**src/rtl/pdvl_pkg.sv**
```systemverilog
// Shared types and constants for the phase-distortion velocity LFO.
// No dependencies; used by every module of the block.
package pdvl_pkg;

  // Fixed field widths
  localparam int FREQ_W = 24;
  localparam int SR_W   = 18;
  localparam int CL_W   = 7;
  localparam int PCT_W  = 7;
  localparam int VEL_W  = 7;
  localparam int CFG_IDX_W  = 2;
  localparam int CFG_DATA_W = 18;

  // Divisor is sample_rate * curve_length
  localparam int DIV_W = SR_W + CL_W;

  // Velocity constants
  localparam logic [VEL_W-1:0] VEL_MAX   = 7'd127;
  localparam logic [VEL_W-1:0] VEL_NEAR  = 7'd126;
  localparam logic [VEL_W-1:0] VEL_LOW   = 7'd50;
  localparam int               VEL_STEPS = 7;

  // Breakpoint percent saturates here
  localparam int PCT_MAX = 100;

  // Configuration register indexes
  typedef enum logic [CFG_IDX_W-1:0] {
    CFG_SAMPLE_RATE  = 2'd0,
    CFG_CURVE_LENGTH = 2'd1,
    CFG_BP_PERCENT   = 2'd2,
    CFG_CLIP_MODE    = 2'd3
  } cfg_idx_e;

  typedef struct packed {
    logic [SR_W-1:0]  sample_rate;
    logic [CL_W-1:0]  curve_length;
    logic [PCT_W-1:0] bp_percent;
    logic             clip_mode;
  } cfg_t;

  // Controller to datapath
  typedef struct packed {
    logic load;
    logic prep;
    logic vel_step;
    logic inc_step;
    logic finish;
  } ctrl_cmd_t;

  // Datapath to controller
  typedef struct packed {
    logic out_free;
  } dp_status_t;

endpackage

```
**src/rtl/pdvl_ctrl.sv**
```systemverilog
// Sequencer for the LFO: accepts a tick, steps the two serial dividers,
// then retires the result. Depends on pdvl_pkg.
module pdvl_ctrl #(
  parameter int PHASE_BITS     = 24,
  parameter int FREQ_FRAC_BITS = 12
) (
  input  logic                   clk_i,
  input  logic                   rst_ni,
  input  logic                   in_valid_i,
  output logic                   in_stall_o,
  input  pdvl_pkg::dp_status_t   status_i,
  output pdvl_pkg::ctrl_cmd_t    cmd_o
);

  // One quotient bit per dividend bit of freq << shift
  localparam int IncSteps = pdvl_pkg::FREQ_W + PHASE_BITS + 1 - FREQ_FRAC_BITS;
  localparam int CntW     = $clog2(IncSteps);

  localparam logic [2:0] StIdle = 3'd0;
  localparam logic [2:0] StPrep = 3'd1;
  localparam logic [2:0] StVel  = 3'd2;
  localparam logic [2:0] StInc  = 3'd3;
  localparam logic [2:0] StDone = 3'd4;

  logic [2:0]      state_q, state_d;
  logic [CntW-1:0] cnt_q, cnt_d;
  logic            accept;

  assign in_stall_o = (state_q != StIdle);
  assign accept     = in_valid_i && (state_q == StIdle);

  // Next state and commands
  always_comb begin
    state_d = state_q;
    cnt_d   = cnt_q;
    cmd_o   = '0;
    unique case (state_q)
      StIdle: begin
        if (accept) begin
          cmd_o.load = 1'b1;
          state_d    = StPrep;
        end
      end
      StPrep: begin
        cmd_o.prep = 1'b1;
        cnt_d      = CntW'(pdvl_pkg::VEL_STEPS - 1);
        state_d    = StVel;
      end
      StVel: begin
        cmd_o.vel_step = 1'b1;
        if (cnt_q == '0) begin
          cnt_d   = CntW'(IncSteps - 1);
          state_d = StInc;
        end else begin
          cnt_d = cnt_q - 1'b1;
        end
      end
      StInc: begin
        cmd_o.inc_step = 1'b1;
        if (cnt_q == '0) begin
          state_d = StDone;
        end else begin
          cnt_d = cnt_q - 1'b1;
        end
      end
      StDone: begin
        // wait for room in the output register
        if (status_i.out_free) begin
          cmd_o.finish = 1'b1;
          state_d      = StIdle;
        end
      end
      default: begin
        state_d = StIdle;
      end
    endcase
  end

  always_ff @(posedge clk_i or negedge rst_ni) begin
    if (!rst_ni) begin
      state_q <= StIdle;
      cnt_q   <= '0;
    end else begin
      state_q <= state_d;
      cnt_q   <= cnt_d;
    end
  end

endmodule

```
**src/rtl/pdvl_dp.sv**
```systemverilog
// Datapath of the LFO: phase/breakpoint state, velocity divider, increment
// divider, clip latch and output register. Depends on pdvl_pkg.
module pdvl_dp #(
  parameter int PHASE_BITS     = 24
) (
  input  logic                          clk_i,
  input  logic                          rst_ni,
  input  pdvl_pkg::cfg_t                cfg_i,
  input  pdvl_pkg::ctrl_cmd_t           cmd_i,
  output pdvl_pkg::dp_status_t          status_o,
  input  logic [pdvl_pkg::FREQ_W-1:0]   frequency_i,
  output logic                          out_valid_o,
  input  logic                          out_stall_i,
  output logic [pdvl_pkg::VEL_W-1:0]    velocity_o,
  output logic                          wrapped_o
);

  localparam int NW    = PHASE_BITS + 1;        // Q1.PB values
  localparam int RW    = NW + 7;                // 127 * num
  localparam int SW    = NW + 6;                // den << 6
  localparam int CW    = NW + 5;                // clip compare
  localparam int DIVW  = pdvl_pkg::DIV_W;
  localparam int VW    = pdvl_pkg::VEL_W;
  localparam int NPct  = 2 ** pdvl_pkg::PCT_W;
  localparam logic [NW-1:0] One = NW'(1) << PHASE_BITS;

  // Tick state
  logic [PHASE_BITS-1:0] phase_q;
  logic [NW-1:0]         bp_q;
  logic                  clip_latched_q;

  // Velocity divider
  logic [NW-1:0] num_q, den_q;
  logic [RW-1:0] rem_q;
  logic [SW-1:0] dsh_q;
  logic [VW-1:0] vq_q;
  logic          sat_q;

  // Increment divider
  logic [pdvl_pkg::FREQ_W-1:0] freq_q;
  logic [DIVW-1:0]             dv_q;
  logic [DIVW-1:0]             ir_q;
  logic [PHASE_BITS-1:0]       iq_q;
  logic                        ovf_q;

  // Output register
  logic          out_valid_q;
  logic [VW-1:0] vel_q;
  logic          wrap_q;

  // Breakpoint reload table, floor(pct * 2^PB / 100), zero percent -> 1 LSB
  logic [NW-1:0] bp_rom [NPct];
  for (genvar g = 0; g < NPct; g++) begin : g_bp_rom
    localparam longint unsigned PctSat =
        (g > pdvl_pkg::PCT_MAX) ? pdvl_pkg::PCT_MAX : g;
    localparam longint unsigned BpVal =
        (g == 0) ? 1 : ((PctSat << PHASE_BITS) / pdvl_pkg::PCT_MAX);
    assign bp_rom[g] = NW'(BpVal);
  end

  // Rising or falling segment of the curve
  logic [NW-1:0] phase_ext, num_d, den_d;
  always_comb begin
    phase_ext = {1'b0, phase_q};
    if (phase_ext < bp_q) begin
      num_d = phase_ext;
      den_d = bp_q;
    end else begin
      num_d = One - phase_ext;
      den_d = One - bp_q;
    end
  end

  // 127 * num, saturation check, effective divisor
  logic [RW-1:0]            num127;
  logic [pdvl_pkg::SR_W-1:0] sr_eff;
  logic [pdvl_pkg::CL_W-1:0] cl_eff;
  assign num127 = {num_q, 7'b0} - RW'(num_q);
  assign sr_eff = (cfg_i.sample_rate == '0) ? pdvl_pkg::SR_W'(1) : cfg_i.sample_rate;
  assign cl_eff = (cfg_i.curve_length == '0) ? pdvl_pkg::CL_W'(1) : cfg_i.curve_length;

  // Velocity division step
  logic          vbit;
  logic [RW-1:0] vtrial;
  assign vtrial = RW'(dsh_q);
  assign vbit   = (rem_q >= vtrial);

  // Increment division step
  logic [DIVW:0] itrial;
  logic          ibit;
  assign itrial = {ir_q, freq_q[pdvl_pkg::FREQ_W-1]};
  assign ibit   = (itrial >= {1'b0, dv_q});

  // Clip threshold: 127*num >= 126.88*den, via quotient and remainder
  logic [CW-1:0] r25, d22;
  logic          clip_high;
  assign r25 = (CW'(rem_q[NW-1:0]) << 4) + (CW'(rem_q[NW-1:0]) << 3) + CW'(rem_q[NW-1:0]);
  assign d22 = (CW'(den_q) << 4) + (CW'(den_q) << 2) + (CW'(den_q) << 1);
  assign clip_high = sat_q || (vq_q == pdvl_pkg::VEL_MAX) ||
                     ((vq_q == pdvl_pkg::VEL_NEAR) && (r25 >= d22));

  // Final velocity and phase advance
  logic [VW-1:0] vel_d;
  logic [NW-1:0] sum;
  logic          wrap_d;
  always_comb begin
    if (cfg_i.clip_mode) begin
      vel_d = (clip_high || clip_latched_q) ? pdvl_pkg::VEL_MAX : pdvl_pkg::VEL_LOW;
    end else begin
      vel_d = sat_q ? pdvl_pkg::VEL_MAX : vq_q;
    end
    sum    = {1'b0, phase_q} + {1'b0, iq_q};
    wrap_d = ovf_q || sum[PHASE_BITS];
  end

  // Work registers
  always_ff @(posedge clk_i) begin
    if (cmd_i.load) begin
      freq_q <= frequency_i;
      num_q  <= num_d;
      den_q  <= den_d;
      ir_q   <= '0;
      iq_q   <= '0;
      vq_q   <= '0;
    end
    if (cmd_i.prep) begin
      rem_q <= num127;
      sat_q <= (num127 >= {den_q, 7'b0});
      dsh_q <= {den_q, 6'b0};
      dv_q  <= DIVW'(sr_eff) * DIVW'(cl_eff);
    end
    if (cmd_i.vel_step) begin
      if (vbit) begin
        rem_q <= rem_q - vtrial;
      end
      dsh_q <= dsh_q >> 1;
      vq_q  <= {vq_q[VW-2:0], vbit};
    end
    if (cmd_i.inc_step) begin
      ir_q   <= ibit ? DIVW'(itrial - {1'b0, dv_q}) : DIVW'(itrial);
      iq_q   <= {iq_q[PHASE_BITS-2:0], ibit};
      freq_q <= {freq_q[pdvl_pkg::FREQ_W-2:0], 1'b0};
    end
    if (cmd_i.finish) begin
      vel_q  <= vel_d;
      wrap_q <= wrap_d;
    end
  end

  // Overflow of the increment quotient past the phase width
  always_ff @(posedge clk_i or negedge rst_ni) begin
    if (!rst_ni) begin
      ovf_q <= 1'b0;
    end else if (cmd_i.load) begin
      ovf_q <= 1'b0;
    end else if (cmd_i.inc_step) begin
      ovf_q <= ovf_q | iq_q[PHASE_BITS-1];
    end
  end

  // Tick state update
  always_ff @(posedge clk_i or negedge rst_ni) begin
    if (!rst_ni) begin
      phase_q        <= '0;
      bp_q           <= NW'(1) << (PHASE_BITS - 1);
      clip_latched_q <= 1'b0;
    end else if (cmd_i.finish) begin
      phase_q <= sum[PHASE_BITS-1:0];
      if (wrap_d) begin
        bp_q <= bp_rom[cfg_i.bp_percent];
      end
      if (cfg_i.clip_mode && clip_high) begin
        clip_latched_q <= 1'b1;
      end
    end
  end

  // Output beat valid
  always_ff @(posedge clk_i or negedge rst_ni) begin
    if (!rst_ni) begin
      out_valid_q <= 1'b0;
    end else if (cmd_i.finish) begin
      out_valid_q <= 1'b1;
    end else if (!out_stall_i) begin
      out_valid_q <= 1'b0;
    end
  end

  assign status_o.out_free = !out_valid_q || !out_stall_i;
  assign out_valid_o       = out_valid_q;
  assign velocity_o        = vel_q;
  assign wrapped_o         = wrap_q;

endmodule

```
**src/rtl/phase_distortion_velocity_lfo_core.sv**
```systemverilog
// Phase-distortion velocity LFO: each input beat is one tick carrying a frequency and
// yields one velocity beat. A new tick is accepted only once the previous one has
// retired; the pace is set by the bit-serial divider that forms the phase increment,
// one quotient bit per cycle, after a bit-serial velocity divide. A waiting result
// sits in an output register; a stalled output longer than the item delays retiring
// the next tick. Configuration writes are to be made only while idle; the block
// itself does not enforce this. Depends on pdvl_pkg, pdvl_ctrl and pdvl_dp.
module phase_distortion_velocity_lfo_core #(
  parameter int PHASE_BITS     = 24,
  parameter int FREQ_FRAC_BITS = 12
) (
  input  logic                              clk_i,
  input  logic                              rst_ni,
  // configuration write port
  input  logic                              cfg_we_i,
  input  logic [pdvl_pkg::CFG_IDX_W-1:0]    cfg_index_i,
  input  logic [pdvl_pkg::CFG_DATA_W-1:0]   cfg_wdata_i,
  // tick input
  input  logic                              in_valid_i,
  output logic                              in_stall_o,
  input  logic [pdvl_pkg::FREQ_W-1:0]       frequency_i,
  // velocity output
  output logic                              out_valid_o,
  input  logic                              out_stall_i,
  output logic [pdvl_pkg::VEL_W-1:0]        velocity_o,
  output logic                              wrapped_o
);

  pdvl_pkg::cfg_t       cfg_q;
  pdvl_pkg::ctrl_cmd_t  cmd;
  pdvl_pkg::dp_status_t status;

  // Configuration registers
  always_ff @(posedge clk_i or negedge rst_ni) begin
    if (!rst_ni) begin
      cfg_q.sample_rate  <= pdvl_pkg::SR_W'(48000);
      cfg_q.curve_length <= pdvl_pkg::CL_W'(1);
      cfg_q.bp_percent   <= pdvl_pkg::PCT_W'(50);
      cfg_q.clip_mode    <= 1'b0;
    end else if (cfg_we_i) begin
      unique case (pdvl_pkg::cfg_idx_e'(cfg_index_i))
        pdvl_pkg::CFG_SAMPLE_RATE:  cfg_q.sample_rate  <= cfg_wdata_i[pdvl_pkg::SR_W-1:0];
        pdvl_pkg::CFG_CURVE_LENGTH: cfg_q.curve_length <= cfg_wdata_i[pdvl_pkg::CL_W-1:0];
        pdvl_pkg::CFG_BP_PERCENT:   cfg_q.bp_percent   <= cfg_wdata_i[pdvl_pkg::PCT_W-1:0];
        pdvl_pkg::CFG_CLIP_MODE:    cfg_q.clip_mode    <= cfg_wdata_i[0];
        default: begin
        end
      endcase
    end
  end

  pdvl_ctrl #(
    .PHASE_BITS     (PHASE_BITS),
    .FREQ_FRAC_BITS (FREQ_FRAC_BITS)
  ) u_ctrl (
    .clk_i      (clk_i),
    .rst_ni     (rst_ni),
    .in_valid_i (in_valid_i),
    .in_stall_o (in_stall_o),
    .status_i   (status),
    .cmd_o      (cmd)
  );

  pdvl_dp #(
    .PHASE_BITS     (PHASE_BITS)
  ) u_dp (
    .clk_i       (clk_i),
    .rst_ni      (rst_ni),
    .cfg_i       (cfg_q),
    .cmd_i       (cmd),
    .status_o    (status),
    .frequency_i (frequency_i),
    .out_valid_o (out_valid_o),
    .out_stall_i (out_stall_i),
    .velocity_o  (velocity_o),
    .wrapped_o   (wrapped_o)
  );

endmodule

```
**config.mk**
```make
export PLATFORM = sky130hd
export DESIGN_NAME = phase_distortion_velocity_lfo_core
export DESIGN_NICKNAME = d
export VERILOG_FILES = /design/src/rtl/pdvl_pkg.sv /design/src/rtl/pdvl_ctrl.sv /design/src/rtl/pdvl_dp.sv /design/src/rtl/phase_distortion_velocity_lfo_core.sv
export SDC_FILE = /design/constraint.sdc
export NUM_CORES = 1
export LEC_CHECK = 0
export BUFFER_PORTS_ARGS = -buffer_cell sky130_fd_sc_hd__clkbuf_2
export CAP_MARGIN = 15
export CORE_MARGIN = 3
export CORE_UTILIZATION = 45
export CTS_BUF_LIST = sky130_fd_sc_hd__clkbuf_4 sky130_fd_sc_hd__clkbuf_8 sky130_fd_sc_hd__clkbuf_16
export CTS_CLUSTER_SIZE = 10
export DETAILED_ROUTE_END_ITERATION = 16
export MAX_ROUTING_LAYER = met4
export REMOVE_ABC_BUFFERS = 1
export SLEW_MARGIN = 20
export SYNTH_ARGS = -nofsm -noshare
export SYNTH_HDL_FRONTEND = slang
export SYNTH_SLANG_ARGS = --single-unit
```
**constraint.sdc**
```tcl
create_clock -name clk_i -period 7.5 [get_ports clk_i]
set_input_delay 0.375 -clock clk_i [delete_from_list [all_inputs] [get_ports clk_i]]
set_output_delay 0.375 -clock clk_i [all_outputs]
set_load 0.005 [all_outputs]
```
Yosys cells after proc, flatten, opt, wreduce, memory -nomap -nowiden. Memory sizes are Yosys's and may differ from the RTL's. A register that Yosys moved wholly into a read port is not among the register bits. Cells that the tools add are included.

Bitwise operators: 2. $add $sub $neg: 11. $mul: 1. Reduce and logical (&&, ||, !) cells: 29. Order comparisons: 5. Equal/unequal tests: 15. Multiplexer cells: 40.

Operators with widths (number): 24-bit two-way mux (5); 25-bit two-way mux (4); 32-bit two-way mux (3); 30-bit two-way mux (2); 7-bit two-way mux (6); 32-bit by 31-bit greater-or-equal comparator with 1-bit output (1); 32-bit greater-or-equal comparator (1); 32-bit by 25-bit subtractor with 32-bit output (1); 32-bit by 31-bit subtractor with 32-bit output (1); 29-bit by 27-bit adder with 30-bit output (1); 29-bit by 28-bit adder with 30-bit output (1); 30-bit by 25-bit adder with 30-bit output (1); 30-bit by 26-bit adder with 30-bit output (1); 30-bit greater-or-equal comparator (1); 26-bit by 25-bit greater-or-equal comparator with 1-bit output (1); 24-bit by 24-bit adder with 25-bit output (1); 24-bit by 25-bit less-than comparator with 1-bit output (1); 18-bit by 7-bit multiplier with 25-bit output (1); 25-bit by 24-bit subtractor with 25-bit output (first input constant) (1); 25-bit subtractor (1); 25-bit subtractor (first input constant) (1); 18-bit logical NOT (1); 18-bit two-way mux (1); 6-bit case mux with 3 select lines (1); other kinds (26) (64).

Memories: 1. Logic and storage cells: 129. Bits in read-only memories: 3200. Output and inout port bits: 10. Bits of input ports: 49. Bits in registers: 296.

Memory list: (no name shown) (words 128, width 25, read ports 1, clocked after memory_dff 1, write ports 0, RTL line pdvl_dp.sv:170) `bp_q <= bp_rom[cfg_i.bp_percent];`.

Longest topological paths before layout. Gate-level depths: netlist of run 1.

Word-level depth: 8. Depth in mapped cells: 24. Gate-level depth less buffers: 23.

By module. From an unflattened synthesis of run 1, not the netlist that was laid out.

Cell total of the unflattened synthesis: 3286. Area, all modules: 30057.6 µm².

By module, submodules not included: pdvl_dp (cells each 3147, times used 1, area each 28137.0 µm², seq. area each 7753.7 µm²); phase_distortion_velocity_lfo_core (cells each 72, times used 1, area each 1307.5 µm², seq. area each 839.6 µm²); pdvl_ctrl (cells each 67, times used 1, area each 613.1 µm², seq. area each 225.2 µm²).

Worst setup path before layout of run 1. No wires, ideal clock.

Kind: register -> register. Start point: register cfg_q[31] (netlist bit). End point: register u_dp.dv_q[23] (data pin). Cell stages (with the launch flop): 21. Required time: 7242 ps. Period minus slack after synthesis: 5899 ps. Path buffers: 1. Setup time: 258 ps. Arrival: 5641 ps. Path slack: 1601 ps. Cell sequence: dfrtp_1 -> clkbuf_1 -> nor4_1 -> nand4_1 -> o41ai_1 -> nand2_1 -> fa_1 -> fa_1 -> inv_1 -> fa_1 -> fa_1 -> ha_1 -> o21a_1 -> o21ai_0 -> nor3_1 -> o41a_1 -> a221oi_1 -> a2111oi_0 -> o21a_1 -> nor2_1 -> xnor2_1.

Word-level cells in the longest chain between the ends: 3.

Ends and longest elaborated chain: from (decl) (RTL line phase_distortion_velocity_lfo_core.sv:29) `pdvl_pkg::cfg_t cfg_q;`; 18-bit logical NOT (RTL line pdvl_dp.sv:79) `assign sr_eff = (cfg_i.sample_rate == '0) ? pdvl_pkg::SR_W'(1) : cfg_i.sample_rate;`; 18-bit two-way mux * (RTL line pdvl_dp.sv:79); 18-bit by 7-bit multiplier with 25-bit output * (RTL line pdvl_dp.sv:130) `dv_q <= DIVW'(sr_eff) * DIVW'(cl_eff);`; to (signal assigned) (RTL line pdvl_dp.sv:130); to (decl) (RTL line pdvl_dp.sv:41) `logic [DIVW-1:0] dv_q;`.

Mark *: on every way between the ends. The rest lies on a longest branch, timed or not. A chain may end at the register's enable or synchronous reset.

Worst setup path after layout of run 1.
Start point: register cfg_q[17] (netlist bit). End point: register u_dp.dv_q[23] (data pin).

The elaborated chain is that of the path after synthesis.

==> summary.txt, run 1 <==
Rel. slew slack - 0.3275
Via/cell ratio - 5.771
H-tree levels - 2
M1 WL - 35550 um
Synthesis-stage register bit count - 320
Worst Slack Setup Final - 1.168 ns
1st-iter DRT viols - 1619
Clk_lat worst skew - 0.57 ns
NumNets Final - 3714
Max cap viols - 0
Setup WS pre-CTS - 1.196 ns
Slew @ Worst Pin - 1.009 ns
Asr flop ratio synth - 0.2906
I/O pin total - 59
# clock sinks - 320
Cell count after synthesis - 3239
Hold Path Class - in -> reg
Capture point of the worst reg-to-reg path - u_dp.dv_q[23]
Cell Rows - 93
Initial antenna violation count - 0
Data required time of the worst path - 7.82 ns
Synth cell types - 95
Fmax - 0.1579 GHz
FF-to-FF setup slack - 1.17 ns
# diodes - 0
WHS Path Cells - 3
DR vias - 23820
TNS Setup - 0 ns
Post-CTS Resized - 0
Largest net degree at the start of global routing - 79
Synth area leaders - edfxtp_1 (20%), ha_1 (13%), fa_1 (8.6%), dfrtp_1 (6.9%), o21ai_0 (4.0%)
HP Start - frequency_i[0]
Layout area overhead - 8.308%
Critical Path Fanout Max - 9
Post-CTS setup buffer count - 0
Die width - 262.4 um
Grt ovf - 0
Port Buffers - 58
Outcome - complete, no violations
Yosys top cell by area - edfxtp_1
Worst Setup Start Kind - register
Min Tclk post-route - 6.332 ns
Cell Area, Synth - 0.02958 mm2
Register area share after synthesis - 0.2981
RSZ-0062 raised after global routing - no
FF-to-FF Start - cfg_q[17]
Pins Over Slew Limit - 0
Clock Tree Buf Depth - 3
Share of cells above drive strength 1 - 0.08372
EDFF count, synth - 193
Post-DR wirelength/cell - 18.71 um
Die Height - 262.4 um
Post-DP HPWL - 58770 um
Hold Vio Cnt, Final - 0
Arr. time, crit path - 6.65 ns
Leading post-synthesis cells by instance count - ha_1 (297), nand2_1 (281), inv_1 (256), o21ai_0 (237), nor2_1 (226)
Metal3 WL - 3048 um
Crit Path Class - reg -> reg
Final Cycle Share - 0.8443
Final setup fails - 0
Main synth FF type - edfxtp_1
DRC viols - 0
CP endpoint kind - register
Synth Warn # - 0
R2R cell count - 20
Global-route wire length before repair - 125900 um
Routed WL - 77240 um
Top layer in use - met4
Final hold slack - 0.03455 ns
Vias in the first global route - 23820
Num CTS Buffers - 41
Clock-pin slew on the worst setup and hold paths - 0.06 ns
Initial DRT Pass Iterations - 6
Worst-case hold path end point - u_dp.freq_q[0]
Routability cong. - 0.9228
Routed length on met2 - 36680 um
Most frequent cell after synthesis - ha_1
Share of the synthesized area in the top cell type - 0.1959
Core ar. - 0.06470 mm2
Root buffer cell - clkbuf_16
Antenna Nets Post-Route - 0
TritonCTS clock tree - yes
All-layer global routing usage - 0.2266
Die ar. - 0.06885 mm2
Avg Inst Size Synth - 9.132 um2
Worst Skew - 0.02783 ns
Initial core utilization - 0.4572
-- layout make-up --
cell class                      instances  area, um2
Sequential cell                       320       8821
Multi-Input combinational cell       2533      19320
Clock inverter                          7      72.57
Fill cell                            6094      32660
Clock buffer                           68       1284
Inverter                              260      975.9
Tap cell                              855       1070
Timing Repair Buffer                   85      498.0
-- metal layers --
metal,vias up,track usage
met1,11550,0.3005
met2,575,0.3756
li1,11570,-
met3,129,0.01947
met5,-,-
met4,0,0.05844
-- worst max-delay path, stage by stage (launching register included) --
cell and delay, ns:
dfrtp_1 0.47, nor4_1 0.37, nand4_1 0.14, o41ai_1 0.27, buf_4 0.20, nand2_1 0.08
fa_1 0.54, fa_1 0.55, inv_1 0.05, fa_1 0.50, fa_1 0.49, ha_1 0.37
o21a_1 0.21, o21ai_0 0.22, nor3_1 0.11, o41a_1 0.44, a221oi_1 0.45, a2111oi_0 0.22
o21a_1 0.21, nor2_1 0.13, xnor2_1 0.08
-- layout by cell type, fill, tap and decap left out, types with 13 or more instances in the layout --
| cell | count |
|---|---|
| xnor2_1 | 135 |
| ha_1 | 297 |
| nand3_1 | 60 |
| nor2_1 | 225 |
| nor3_1 | 44 |
| o21ai_0 | 236 |
| or3_1 | 19 |
| a31oi_1 | 45 |
| edfxtp_1 | 193 |
| xor2_1 | 65 |
| nor2b_1 | 28 |
| mux2_2 | 36 |
| clkbuf_16 | 42 |
| and2_1 | 141 |
| buf_4 | 27 |
| o211ai_1 | 18 |
| nand2_1 | 280 |
| dfrtp_1 | 79 |
| a22o_1 | 24 |
| mux2i_1 | 39 |
| clkbuf_4 | 20 |
| a21oi_1 | 211 |
| a21o_1 | 86 |
| nand2b_1 | 39 |
| clkbuf_2 | 57 |
| inv_1 | 256 |
| and3_1 | 15 |
| o31ai_1 | 24 |
| nand4_1 | 33 |
| dfxtp_1 | 34 |
| a211o_1 | 13 |
| o21a_1 | 28 |
| o22ai_1 | 22 |
| o21bai_1 | 21 |
| fa_1 | 127 |
| a211oi_1 | 34 |
-- per-stage QoR --
step	area [um2]	util	std cells
finish	32040	0.4952	4128
global placement	30670	0.4741	4052
global route	32040	0.4952	4128
detailed placement	30670	0.4741	4052
CTS	32040	0.4952	4128
floorplan	29070	-	3113
-- cell families after synthesis --
logic type	after synthesis	share of synthesized area
and+or+nand+nor	945	0.1562
AOI/OAI and AO/OA	875	0.1896
adders and majority gates	424	0.2116
buffers and inverters	386	0.05021
DFF	320	0.2981
xor gates and xnor gates	201	0.05977
muxes	88	0.03452
-- state kept, by name (all words and copies together) (netlist names), 25 cells and up --
| signal | flops |
|---|---|
| cfg_q | 33 |
| u_dp.rem_q | 32 |
| u_dp.dsh_q | 31 |
| u_dp.den_q | 25 |
| u_dp.dv_q | 25 |
| u_dp.ir_q | 25 |
| u_dp.num_q | 25 |
-- how the worst max path moves through the flow --
stage / from / end / slack, ns
2_1_floorplan: cfg_q[31] / u_dp.dv_q[23] / 1.67
3_3_place_gp: cfg_q[17] / u_dp.dv_q[23] / 1.25
3_5_place_dp: cfg_q[28] / u_dp.dv_q[23] / 1.20
4_1_cts: cfg_q[28] / u_dp.dv_q[23] / 1.17
5_1_grt: cfg_q[29] / u_dp.dv_q[23] / 0.89
6_report: cfg_q[17] / u_dp.dv_q[23] / 1.17
-- timing repair --
action / CTS / global route
setup endpoints to repair: 0 / 0
hold endpoints to repair: 22 / 0
hold buffers: 1 / 0
Power of run 1 is left out: the tool's default activity adds up to more than one toggle a clock period on the data nets, which glitch-free logic cannot reach.
==> run 2: changes to the inputs <==
==> constraint.sdc (replaced) <==
create_clock -name clk_i -period 5.26 [get_ports clk_i]
set_input_delay 0.263 -clock clk_i [delete_from_list [all_inputs] [get_ports clk_i]]
set_output_delay 0.263 -clock clk_i [all_outputs]
set_load 0.005 [all_outputs]
==> summary.txt, run 2 (synthesis results as in run 1) <==
Outcome - finished, violations left
Violated checks - setup timing
Routed WL - 80590 um
Largest net degree at the start of global routing - 79
Finished Layout Cells - 4330
Min Tclk post-route - 5.413 ns
Clk_lat worst skew - 0.57 ns
Top Usage Layer GRT - met2
Port Buffers - 58
Hold Vio Cnt, Final - 0
Crit Path Class - reg -> reg
Layout area overhead - 15.27%
RSZ-0062 raised after global routing - yes
Post-DR wirelength/cell - 18.61 um
Data required time of the worst path - 5.58 ns
Worst Setup Start Kind - register
Final hold slack - 0.04424 ns
Setup WS pre-CTS - -0.7970 ns
Worst Skew - 0.01776 ns
Slew @ Worst Pin - 0.9835 ns
1st-iter DRT viols - 1920
Clock Tree Buf Depth - 3
Worst Slack Setup Final - -0.1529 ns
TritonCTS clock tree - yes
# clock sinks - 320
Fmax - 0.1847 GHz
Antenna Nets Post-Route - 0
Die width - 262.4 um
Arr. time, crit path - 5.73 ns
FF-to-FF setup slack - -0.15 ns
Initial core utilization - 0.4572
Root buffer cell - clkbuf_16
Initial DRT Pass Iterations - 5
Leading cell type in the layout, fill and taps excluded - ha_1
Final setup fails - 5
DP Cell Count - 4189
Grt ovf - 0
Critical Path Fanout Max - 2
DRC viols - 0
Global-route wire length before repair - 131800 um
All-layer global routing usage - 0.2371
Cell Rows - 93
Die ar. - 0.06885 mm2
H-tree levels - 2
Final Cycle Share - 1.029
Core ar. - 0.06470 mm2
Share of cells above drive strength 1 - 0.1431
Met2 usage - 0.3949
Num CTS Buffers - 41
Grt met1 use - 0.3054
Post-DP HPWL - 61200 um
Top reg by flops - cfg_q
Max cap viols - 0
Rel. slew slack - 0.3443
Max reg flops - 33
Via/cell ratio - 5.727
Hold Path Class - in -> reg
Initial antenna violation count - 0
DR vias - 24800
Die Height - 262.4 um
Routability cong. - 0.9734
Fin area - 0.03410 mm2
Vias in the first global route - 25100
Most frequent cells in the layout - ha_1 (286), nand2_1 (277), inv_1 (250)
CP endpoint kind - register
I/O pin total - 59
Post-DP Area - 0.03170 mm2
Top Registers - cfg_q (33), u_dp.rem_q (32), u_dp.dsh_q (31)
Pins Over Slew Limit - 0
Clock-pin slew on the worst setup and hold paths - 0.05 ns
NumNets Final - 3914
Met3 Use GR - 0.02621
[run 2: final cells by class]
class / count / area, um2
Multi-Input combinational cell: 2533 / 19670
Clock buffer: 69 / 1286
Tap cell: 855 / 1070
Timing Repair Buffer: 285 / 2131
Antenna cell: 1 / 2.502
Inverter: 260 / 975.9
Fill cell: 5889 / 30600
Clock inverter: 7 / 132.6
Sequential cell: 320 / 8825
[run 2: what timing repair did]
item                       4_1_cts  5_1_grt
setup endpoints to repair       14       14
buffers inserted                14       12
hold buffers                    43        0
hold endpoints to repair       114        0
gates resized for setup         53       41
pin swaps                       53       51
[run 2: critical path: stages, from the launching register on]
cell       delay, ns
dfrtp_1         0.39
nor4_2          0.27
nand4_1         0.14
o41ai_2         0.24
buf_4           0.18
nand2_2         0.05
fa_1            0.47
fa_1            0.54
inv_2           0.04
fa_2            0.53
fa_1            0.45
ha_4            0.24
o21a_1          0.19
o21ai_2         0.14
nor3_2          0.07
o41a_1          0.36
a221oi_2        0.37
a2111oi_2       0.13
o21a_1          0.20
nor2_2          0.11
xnor2_1         0.06
[run 2: worst paths after layout]
path / from / depth (start not counted) / endpoint
worst max-delay path: cfg_q[31] / 20 / u_dp.dv_q[23]
worst min-delay path: frequency_i[23] / 2 / u_dp.freq_q[23]
worst max register to register: cfg_q[31] / 20 / u_dp.dv_q[23]
worst min register to register: u_dp.freq_q[0] / 2 / u_dp.freq_q[0]
max in group asynchronous: rst_ni / 3 / cfg_q[28]
min in group asynchronous: rst_ni / 2 / u_dp.bp_q[5]
[run 2: metal layers]
| layer | wire [um] | share of wire |
|---|---|---|
| met4 | 2420 | 0.030 |
| met3 | 3633 | 0.045 |
| met5 | 0 | 0 |
| met1 | 35360 | 0.44 |
| met2 | 39170 | 0.49 |
[run 2: through the flow]
stage / setup TNS, ns / utilization
floorplan: -7.493 / -
global placement: -4.129 / 0.4900
detailed placement: -5.362 / 0.4900
CTS: -0.7254 / 0.5233
global route: -2.154 / 0.5270
finish: -0.4029 / 0.5270
Power of run 2 is left out for the same reason.
==> run 3: changes to the inputs <==
--- a/config.mk
+++ b/config.mk
@@ -12,6 +12,7 @@
 export CTS_BUF_LIST = sky130_fd_sc_hd__clkbuf_4 sky130_fd_sc_hd__clkbuf_8 sky130_fd_sc_hd__clkbuf_16
 export CTS_CLUSTER_SIZE = 10
 export DETAILED_ROUTE_END_ITERATION = 16
+export GPL_TIMING_DRIVEN = 0
 export MAX_ROUTING_LAYER = met4
 export REMOVE_ABC_BUFFERS = 1
 export SLEW_MARGIN = 20
==> summary.txt, run 3 (synthesis results as in run 1) <==
Violated checks - setup timing
I/O pin total - 59
CP startpoint - cfg_q[9]
Fmax - 0.1812 GHz
DRC viols - 0
Hold Vio Cnt, Final - 0
Rel. slew slack - 0.2828
DR vias - 24290
Clk_lat worst skew - 0.57 ns
Crit Path Class - reg -> reg
Post-DR wirelength/cell - 18.53 um
Data required time of the worst path - 5.56 ns
Share of cells above drive strength 1 - 0.1131
NumNets Final - 3791
Largest net degree at the start of global routing - 80
Top reg by flops - cfg_q
Cell Rows - 93
Hold Path Class - in -> reg
# clock sinks - 320
Port Buffers - 58
All-layer global routing usage - 0.2288
Initial DRT Pass Iterations - 6
Grt ovf - 0
Top Registers - cfg_q (33), u_dp.rem_q (32), u_dp.dsh_q (31)
Most frequent cells in the layout - ha_1 (289), nand2_1 (276), inv_1 (252)
FF-to-FF Start - cfg_q[9]
Max cap viols - 0
Final Cycle Share - 1.049
Initial antenna violation count - 0
Antenna Nets Post-Route - 0
Die width - 262.4 um
Via/cell ratio - 5.774
Vias in the first global route - 24620
HP Start - frequency_i[6]
Post-DP HPWL - 58210 um
Clock Tree Buf Depth - 3
Final setup fails - 10
Critical Path Fanout Max - 20
Worst Skew - 0.02775 ns
Layout area overhead - 12.78%
Min Tclk post-route - 5.518 ns
Num CTS Buffers - 41
Die ar. - 0.06885 mm2
Slew @ Worst Pin - 1.076 ns
Core ar. - 0.06470 mm2
H-tree levels - 2
Global-route wire length before repair - 128100 um
Worst Setup Start Kind - register
Routability cong. - 0.9403
R2R cell count - 18
RSZ-0062 raised after global routing - yes
Clock-pin slew on the worst setup and hold paths - 0.05 ns
Worst Setup EP - u_dp.dv_q[23]
Root buffer cell - clkbuf_16
Die Height - 262.4 um
Routed WL - 77970 um
Capture point of the worst reg-to-reg path - u_dp.dv_q[23]
Worst Slack Setup Final - -0.2582 ns
Leading cell type in the layout, fill and taps excluded - ha_1
Max reg flops - 33
TritonCTS clock tree - yes
1st-iter DRT viols - 1774
Outcome - finished, violations left
CP endpoint kind - register
Initial core utilization - 0.4572
Arr. time, crit path - 5.82 ns
FF-to-FF setup slack - -0.26 ns
Final core occ - 0.5156
Pins Over Slew Limit - 0
==> run 3: cell count changes in the layout (fill, tap and decap cells not counted), sizes merged <==
cell,previous run,this run
inv,261,258
clkinv,3,9
bufinv,3,1
buf,185,61
==> run 3: per-stage QoR <==
step                      instance area, um2  hold slack [ns]  setup WS (ns)  TNS (ns)  instances
after floorplan                        29070         -0.03259        -0.5656    -7.493       3113
after global placement                 30430           0.4454         -5.489   -197.46       4026
after detailed placement               30800           0.2069         -1.366    -11.79       4041
after CTS                              33220         0.008371        -0.3998    -1.958       4201
after global routing                   33360          0.02004        -0.4486    -3.359       4206
final                                  33360          0.03092        -0.2582   -0.9348       4207
==> run 3: critical path, stage by stage (launching register included) <==
cell and delay [ns]:
dfrtp_1 0.78, and2_1 0.25, fa_1 0.44, fa_1 0.47, fa_1 0.54, inv_1 0.05, fa_1 0.55, inv_1 0.05
ha_1 0.41, a21oi_1 0.10, nor2_1 0.12, nor2_1 0.05, o21ai_0 0.40, o41a_1 0.28, a221oi_4 0.10, a2111oi_2 0.34
o21a_1 0.17, nor2_2 0.04, xnor2_1 0.12
==> run 3: cell type report <==
| type | instances | area (um2) |
|---|---|---|
| fillers | 5874 | 31340 |
| well taps | 855 | 1070 |
| clock inverters | 8 | 91.34 |
| multi-input cells | 2533 | 19700 |
| diodes | 1 | 2.502 |
| inverters | 260 | 978.4 |
| clock buffers | 68 | 1289 |
| flip-flops and latches | 320 | 8850 |
| repair buffers | 162 | 1376 |
==> run 3: repair_timing <==
item,in CTS,in global routing
hold buffers,43,0
endpoints found under the setup margin,22,17
hold endpoints to repair,146,0
resized for setup,72,21
setup buffers,43,11
pin swaps,57,38
==> run 3: worst min path at each step <==
stage / depth (start not counted) / slack, ns / to
after floorplan: 0 / -0.03 / cfg_q[0]
after global placement: 1 / 0.45 / u_dp.clip_latched_q
after detailed placement: 1 / 0.21 / cfg_q[1]
after CTS: 2 / 0.008 / u_dp.freq_q[6]
after global routing: 2 / 0.02 / u_dp.freq_q[6]
final: 2 / 0.03 / u_dp.freq_q[6]
==> run 3: routing by layer <==
metal / track usage / wire length, um / vias up
met2: 0.3700 / 36740 / 610
met5: - / 0 / -
met1: 0.3035 / 35570 / 11830
met4: 0.07522 / 2327 / 0
met3: 0.02181 / 3324 / 130
li1: - / - / 11730
Power of run 3 is left out for the same reason.
